### src/rtl/lfgd_pkg.sv
// Package: shared constants, payload structs, state enum and controller/datapath links.
package lfgd_pkg;

  localparam int MaxPoints = 1024;
  localparam int AddrW     = $clog2(MaxPoints);
  localparam int CountW    = AddrW + 1;

  localparam logic [1:0] REG_LEARNING_RATE  = 2'd0;
  localparam logic [1:0] REG_TOLERANCE      = 2'd1;
  localparam logic [1:0] REG_MAX_ITERATIONS = 2'd2;

  localparam logic [15:0] LearningRateReset  = 16'd6554;
  localparam logic [31:0] ToleranceReset     = 32'd4295;
  localparam logic [19:0] MaxIterationsReset = 20'd100000;

  typedef struct packed {
    logic signed [31:0] sample_x;
    logic signed [31:0] sample_y;
    logic               last_sample;
  } sample_t;

  typedef struct packed {
    logic signed [31:0] slope;
    logic signed [31:0] intercept;
    logic               converged;
    logic [19:0]        iterations_used;
    logic               samples_dropped;
  } fit_result_t;

  typedef enum logic [3:0] {
    ST_LOAD, ST_START, ST_READ, ST_MUL1, ST_RES, ST_MUL2, ST_ACC,
    ST_SCALE, ST_DIV, ST_UPD, ST_NORM, ST_DONE
  } lfgd_state_t;

  // controller -> datapath
  typedef struct packed {
    logic clear_fit;   // zero slope/intercept/iterations
    logic clear_acc;   // zero accumulators
    logic mul1;        // slope * x
    logic resid;       // form residual
    logic mul2;        // x * r
    logic accum;       // add into accumulators
    logic div_start;   // begin gradient scaling
    logic update;      // step slope and intercept
    logic norm;        // compute norm test
  } lfgd_cmd_t;

  // datapath -> controller
  typedef struct packed {
    logic div_done;
    logic below_tol;
  } lfgd_status_t;

  function automatic logic signed [31:0] sat32(input logic signed [65:0] v);
    if (v > 66'sd2147483647) return 32'sh7FFFFFFF;
    if (v < -66'sd2147483648) return 32'sh80000000;
    return v[31:0];
  endfunction

endpackage

### src/rtl/lfgd_ctrl.sv
// Controller: load samples, sequence iterations over the store, issue result.
module lfgd_ctrl import lfgd_pkg::*; (
  input  logic              clk,
  input  logic              rst,
  input  logic              start,
  input  logic              last_sample,
  output logic              busy,
  input  logic [19:0]       max_iterations,
  input  lfgd_status_t      status,
  output lfgd_cmd_t         cmd,
  output logic              wr_en,
  output logic [AddrW-1:0]  addr,
  output logic [CountW-1:0] n,
  output logic [19:0]       iter,
  output logic              conv,
  output logic              dropped,
  output logic              done
);
  lfgd_state_t state, state_next;
  logic [CountW-1:0] idx;
  logic accept;

  assign accept = start && !busy;
  assign busy   = (state != ST_LOAD);
  assign wr_en  = accept && (n != CountW'(MaxPoints));
  assign addr   = (state == ST_LOAD) ? n[AddrW-1:0] : idx[AddrW-1:0];

  always_ff @(posedge clk) begin
    if (rst) state <= ST_LOAD;
    else     state <= state_next;
  end

  // counters and flags
  always_ff @(posedge clk) begin
    if (rst) begin
      n <= '0; dropped <= 1'b0; iter <= '0; conv <= 1'b0; idx <= '0;
    end else begin
      if (accept) begin
        if (wr_en) n <= n + CountW'(1);
        else       dropped <= 1'b1;
      end
      if (cmd.clear_fit) begin iter <= '0; conv <= 1'b0; end
      if (cmd.clear_acc) idx <= '0;
      if (cmd.accum) idx <= idx + CountW'(1);
      if (cmd.update) iter <= iter + 20'd1;
      if (state == ST_NORM && status.below_tol) conv <= 1'b1;
      if (state == ST_DONE) begin n <= '0; dropped <= 1'b0; end
    end
  end

  // next state and commands
  always_comb begin
    state_next = state;
    cmd  = '0;
    done = 1'b0;
    case (state)
      ST_LOAD: if (accept && last_sample) begin
        state_next = ST_START;
      end
      ST_START: begin
        cmd.clear_fit = 1'b1;
        cmd.clear_acc = 1'b1;
        state_next = (n == '0 || max_iterations == 20'd0) ? ST_DONE : ST_READ;
      end
      ST_READ:  state_next = ST_MUL1;
      ST_MUL1: begin cmd.mul1 = 1'b1; state_next = ST_RES; end
      ST_RES:  begin cmd.resid = 1'b1; state_next = ST_MUL2; end
      ST_MUL2: begin cmd.mul2 = 1'b1; state_next = ST_ACC; end
      ST_ACC: begin
        cmd.accum = 1'b1;
        if (idx + CountW'(1) == n) state_next = ST_SCALE;
        else                       state_next = ST_READ;
      end
      // start scaling once the last point is in the accumulators
      ST_SCALE: begin
        cmd.div_start = 1'b1;
        state_next = ST_DIV;
      end
      ST_DIV: if (status.div_done) begin
        cmd.update = 1'b1;
        state_next = ST_NORM;
      end
      ST_NORM: begin
        cmd.clear_acc = 1'b1;
        if (status.below_tol || iter == max_iterations) state_next = ST_DONE;
        else state_next = ST_READ;
      end
      ST_DONE: begin done = 1'b1; state_next = ST_LOAD; end
      default: state_next = ST_LOAD;
    endcase
  end

  assert property (@(posedge clk) disable iff (rst) done |=> state == ST_LOAD)
    else $error("done not followed by load");
  assert property (@(posedge clk) disable iff (rst) n <= CountW'(MaxPoints))
    else $error("point count overflow");
  assert property (@(posedge clk) disable iff (rst) cmd.update |=> iter != '0)
    else $error("update without iteration count");
endmodule

### config.mk
export PLATFORM = sky130hd
export DESIGN_NAME = lfgd_ctrl
export DESIGN_NICKNAME = d
export VERILOG_FILES = /design/src/rtl/lfgd_pkg.sv /design/src/rtl/lfgd_ctrl.sv
export SDC_FILE = /design/constraint.sdc
export NUM_CORES = 1
export LEC_CHECK = 0
export ABC_AREA = 0
export BUFFER_PORTS_ARGS = -buffer_cell sky130_fd_sc_hd__buf_2
export CORE_MARGIN = 3
export CORE_UTILIZATION = 25
export CTS_BUF_LIST = sky130_fd_sc_hd__clkbuf_8 sky130_fd_sc_hd__clkbuf_16
export DETAILED_ROUTE_END_ITERATION = 8
export GPL_ROUTABILITY_DRIVEN = 0
export PLACE_DENSITY = 0.49
export RECOVER_POWER = 25
export SLEW_MARGIN = 20
export SYNTH_ARGS = -nofsm -noshare
export SYNTH_HDL_FRONTEND = slang
export SYNTH_SLANG_ARGS = --single-unit
### constraint.sdc
create_clock -name clk -period 2.5 [get_ports clk]
set_input_delay 0 -clock clk [delete_from_list [all_inputs] [get_ports clk]]
set_output_delay 0 -clock clk [all_outputs]
set_load 0.02 [all_outputs]
After elaboration in Yosys (flattened, before gate mapping)

Index checks and enable logic that the tools add are counted.
Widths: inputs -> output; s select.

Flip-flop bits (word level): 48
Latch bits: 0
Bits in writable memories: 0
Bits in read-only memories: 0
Input bits: 26
Output and inout port bits: 55
Memories kept: 0

Add/subtract/negate cells: 3
Multipliers: 0
Divide/modulo/power cells: 0
Magnitude comparators: 0
Eq/ne operators: 15
Shifts and indexed selects: 0
Mux-type cells: 23
Bitwise operators: 1
Reduce and logical (&&, ||, !) cells: 19

Operator list:

| operator              | count |
|---|---|
| $mux 20               | 2 |
| $pmux 4 s10           | 1 |
| $add 11x1->11 const B | 2 |
| $mux 11               | 2 |
| $add 20x1->20 const B | 1 |
| $eq 20x20->1          | 1 |
| $logic_not 20->1      | 1 |
| $eq 4x3->1 const B    | 4 |
| $mux 4                | 4 |
| $eq 4x4->1 const B    | 3 |
| $mux 1                | 12 |
| $eq 11x11->1          | 1 |
| $logic_not 11->1      | 1 |
| $ne 11x11->1 const B  | 1 |
| $mux 10               | 1 |
| $eq 4x2->1 const B    | 2 |
| $reduce_and 2->1      | 3 |
| $reduce_bool 2->1     | 3 |
| $eq 4x1->1 const B    | 1 |
| $logic_and 1x1->1     | 4 |
| $logic_not 4->1       | 1 |
| $reduce_bool 4->1     | 1 |
| $reduce_or 2->1       | 2 |
| $mux 3                | 1 |
| 5 further kinds       | 6 |

Logic depth before layout (Yosys ltp)

Word-level depth: 6
Mapped depth: 9
Gate-level depth less buffers: 7

Worst setup path before layout

No wires, ideal clock.

Path kind: reg-to-reg
From: reg n[3]
To: reg n[2]
Setup time: 0.128 ns
Arrival: 1.865 ns
Path slack: 0.507 ns
Stages on the path, launching flop included: 8
Path buffers: 1
Path through: dfxtp_1 -> clkbuf_1 -> nor3_1 -> and4b_1 -> a21oi_1 -> nand2_1 -> xor2_1 -> nor2_1

Cells in the longest elaborated chain, start to end: 3

Ends and longest elaborated chain:

| item                       | line            | RTL |
|---|---|---|
| start: declaration         | lfgd_ctrl.sv:13 | `output logic [CountW-1:0] n,` |
| start signal: assignment   | lfgd_ctrl.sv:39 | `if (wr_en) n <= n + CountW'(1);` |
| $ne 11x11->1               | lfgd_ctrl.sv:25 | `assign wr_en = accept && (n != CountW'(MaxPoints));` |
| $logic_and 1x1->1          | lfgd_ctrl.sv:25 |  |
| named net wr_en            | lfgd_ctrl.sv:11 | `output logic wr_en,` |
| $reduce_and 2->1 (no line) | n/a             |  |

The timed path passes the listed nets, and every way through them passes these cells.
A chain may end at the register's enable or synchronous reset.

Worst setup path in the final report

From: reg idx[0]
To: reg state[0]

Cells in the longest elaborated chain, start to end: 4

Ends and longest elaborated chain:

| item                     | line            | RTL |
|---|---|---|
| start: declaration       | lfgd_ctrl.sv:20 | `logic [CountW-1:0] idx;` |
| start signal: assignment | lfgd_ctrl.sv:44 | `if (cmd.accum) idx <= idx + CountW'(1);` |
| $add 11x1->11            | lfgd_ctrl.sv:71 | `if (idx + CountW'(1) == n) state_next = ST_SCALE;` |
| $eq 11x11->1             | lfgd_ctrl.sv:71 |  |
| $mux 3                   | lfgd_ctrl.sv:71 |  |
| $pmux 4 s10              | lfgd_ctrl.sv:56 | `case (state)` |
| end signal: assignment   | lfgd_ctrl.sv:30 | `else state <= state_next;` |
| end: declaration         | lfgd_ctrl.sv:19 | `lfgd_state_t state, state_next;` |

No other way between the ends.

==> reports/results.ini <==
[outcome]
outcome=complete, no violations

[synthesis]
synthMuxAreaShare_pct=4.30
synth_top_area_share_pct=30.6
syn-num-nets=428
synth-simple-area-share_pct=31.4
yosysSeqAreaShare_pct=30.6
synth_xor_area_share_pct=12.5
synth_fa_ha_area_share_pct=1.59
synth_largest_area_cell=dfxtp_1
synth-edff-count=0
synthesis.area_um2=3140
avgSynthCellArea_um2=7.90
netlist_instances=398
yosys-top-cells-area=dfxtp_1, xor2_1, a21oi_1, xnor2_1, nor2_1
async_flop_share_pct=0
synth_top_family_by_area=simple AND/OR/NAND/NOR gates
synth-compound-area-share_pct=14.4
netlist_top_cells_count=dfxtp_1, nor2_1, nand2_1
yosysMostFrequentCell=dfxtp_1
ys_ff_latch=48
yosysWarnings=0
yosysUniqueCellTypes=51
synth_ff_type=dfxtp_1

[critical_path]
ff2ff_setup_slack_ns=0.38
regToRegStartpoint=idx[0]$_SDFFE_PP0P_
path_class=reg2reg
crit_path_end_kind=flop
required_ns=2.73
crit_fanout=8
crit_arrival_ns=2.35
ff2ff_path_depth=7
r2r_end=state[0]$_SDFFE_PP0P_
cp-start-kind=flop

[sta]
slew_headroom_pct=52.1
holdWs_ns=0.0540
clock_skew_ns=0.00628
fin_tns_setup_ns=0
worst_pin_slew_ns=0.718
hold_violations=0
setup_viol=0
fmax_ghz=0.471
drv_slew=0
fin_crit_sh_pct=84.9
rsz0062_at_grt=false
finalCriticalPeriod_ns=2.12

[power_and_ir_drop]
p_total_mw=2.49
irDropWorstVdd_mv=0.240
p_leak_nw=1.49
power_density_nw_per_um2=651

[global_route]
grtUsageTotal_pct=13.4
grt_max_degree=37
grt_overflow=0
grt_antenna_before_repair=0
grt_pass1_wl_um=15600
grt_pass1_vias=2993

[clock_tree]
clkSlewWorstSetupHoldPaths_ns=0.07
htree_num_levels=2
insertion_delay_ns=0.29
clock_path_buffers=2
cts_root_buf=clkbuf_16
cts_buffers=5
cts_tree=yes
cts_setup_buffers=0
cts_sinks=48

[floorplanning]
dieArea_um2=14000
coreArea_um2=12200
start_util_pct=25.9
ios=81
die_height_um=118
die_w_um=118
fp-row-count=40

[hold_path]
hp-class=in2reg
hold_start=start
hold_path_end=dropped$_SDFFE_PP0P_
hold_depth=3

[routing]
wl_um=9630
avgViaCountPerCell=4.89
drt_iter0_markers=147
wl_per_cell_um=15.0
drc=0
vias=3132
firstDrtPassIters=4
final_antenna_net_count=0

[final_layout]
fill_cells=1318
nets=502
final_layout_size_suffix_gt1_share_pct=21.1
post-route-util_pct=31.5
synthToLayoutAreaGrowth_pct=21.8
diodes=0

[placed_design]
portBuffers=79
dp_hpwl_um=7300

[flow_run]
max-cap-violations=0

area by class of cell:
cell class                 instances  area, um^2  area share, %
clock buffer                       5         125           3.27
clock inverter                     3        23.8          0.621
inverter                          13        51.3           1.34
multi-input combinational        316        2020           52.8
sequential                        48         961           25.1
tap                              168         210           5.49
timing repair buffer              88         434           11.3
kinds of logic (layout without fill, tap and decap cells):
logic type,count (synthesis),in the layout
DFF,48,48
AOI/OAI and AO/OA,77,77
buffers and inverters,34,109
and+or+nand+nor,177,177
xor gates and xnor gates,45,45
adders and majority gates,4,4
muxes,12,12
other,1,1
flip-flops by register name, summed over array words and instances, names as in the netlist:
register / count
iter: 20
idx: 11
n: 11
state: 4
conv: 1
dropped: 1
metal layers:
layer / track usage, % / part of all wire [%]
met4: 4.54 / 0.77
met1: 17.8 / 46
met2: 22.4 / 50
met3: 1.91 / 3.4
met5: 0 / 0
stage by stage:
step	area, um^2	std cells	setup slack [ns]
3_5_place_dp	3700	632	0.373
4_1_cts	3860	641	0.346
5_1_grt	3830	641	0.143
2_1_floorplan	3140	398	0.507
6_report	3830	641	0.377
3_3_place_gp	3700	632	0.402
placed cells by master, fill, tap and decap left out, types with 17 or more instances in the layout:
cell type,instances
xor2_1,26
clkbuf_1,25
a21oi_1,35
o21ai_0,20
nand2_1,38
nand3_1,17
dfxtp_1,48
buf_2,54
xnor2_1,19
nor2_1,43
worst max-delay path, cell delays in order (launching register included):
cell and delay [ns]:
dfxtp_1 0.44, ha_1 0.30, nand3_2 0.19, o311ai_0 0.36, nand3_1 0.13, nor4_1 0.29
nand4_1 0.17, a31oi_1 0.18
report_power, final:
group          switching (mW)  internal [mW]
registers               0.113          0.802
clock network           0.313          0.373
logic                   0.554          0.338
worst max-delay path by stage:
stage	slack, ns	to	start	cells past startpoint
after floorplan	0.51	n[2]$_SDFFE_PP0P_	n[3]$_SDFFE_PP0P_	7
after global placement	0.40	state[0]$_SDFFE_PP0P_	idx[0]$_SDFFE_PP0P_	7
after detailed placement	0.37	state[0]$_SDFFE_PP0P_	idx[0]$_SDFFE_PP0P_	7
after CTS	0.35	state[0]$_SDFFE_PP0P_	idx[0]$_SDFFE_PP0P_	7
after global routing	0.14	state[0]$_SDFFE_PP0P_	idx[0]$_SDFFE_PP0P_	7
final	0.38	state[0]$_SDFFE_PP0P_	idx[0]$_SDFFE_PP0P_	7
repair_timing:
action / in CTS / in global routing
hold endpoints to repair: 1 / 0
hold buffers: 1 / 0
gates resized for setup: 0 / 0
Power figures use the tool's default switching activity.
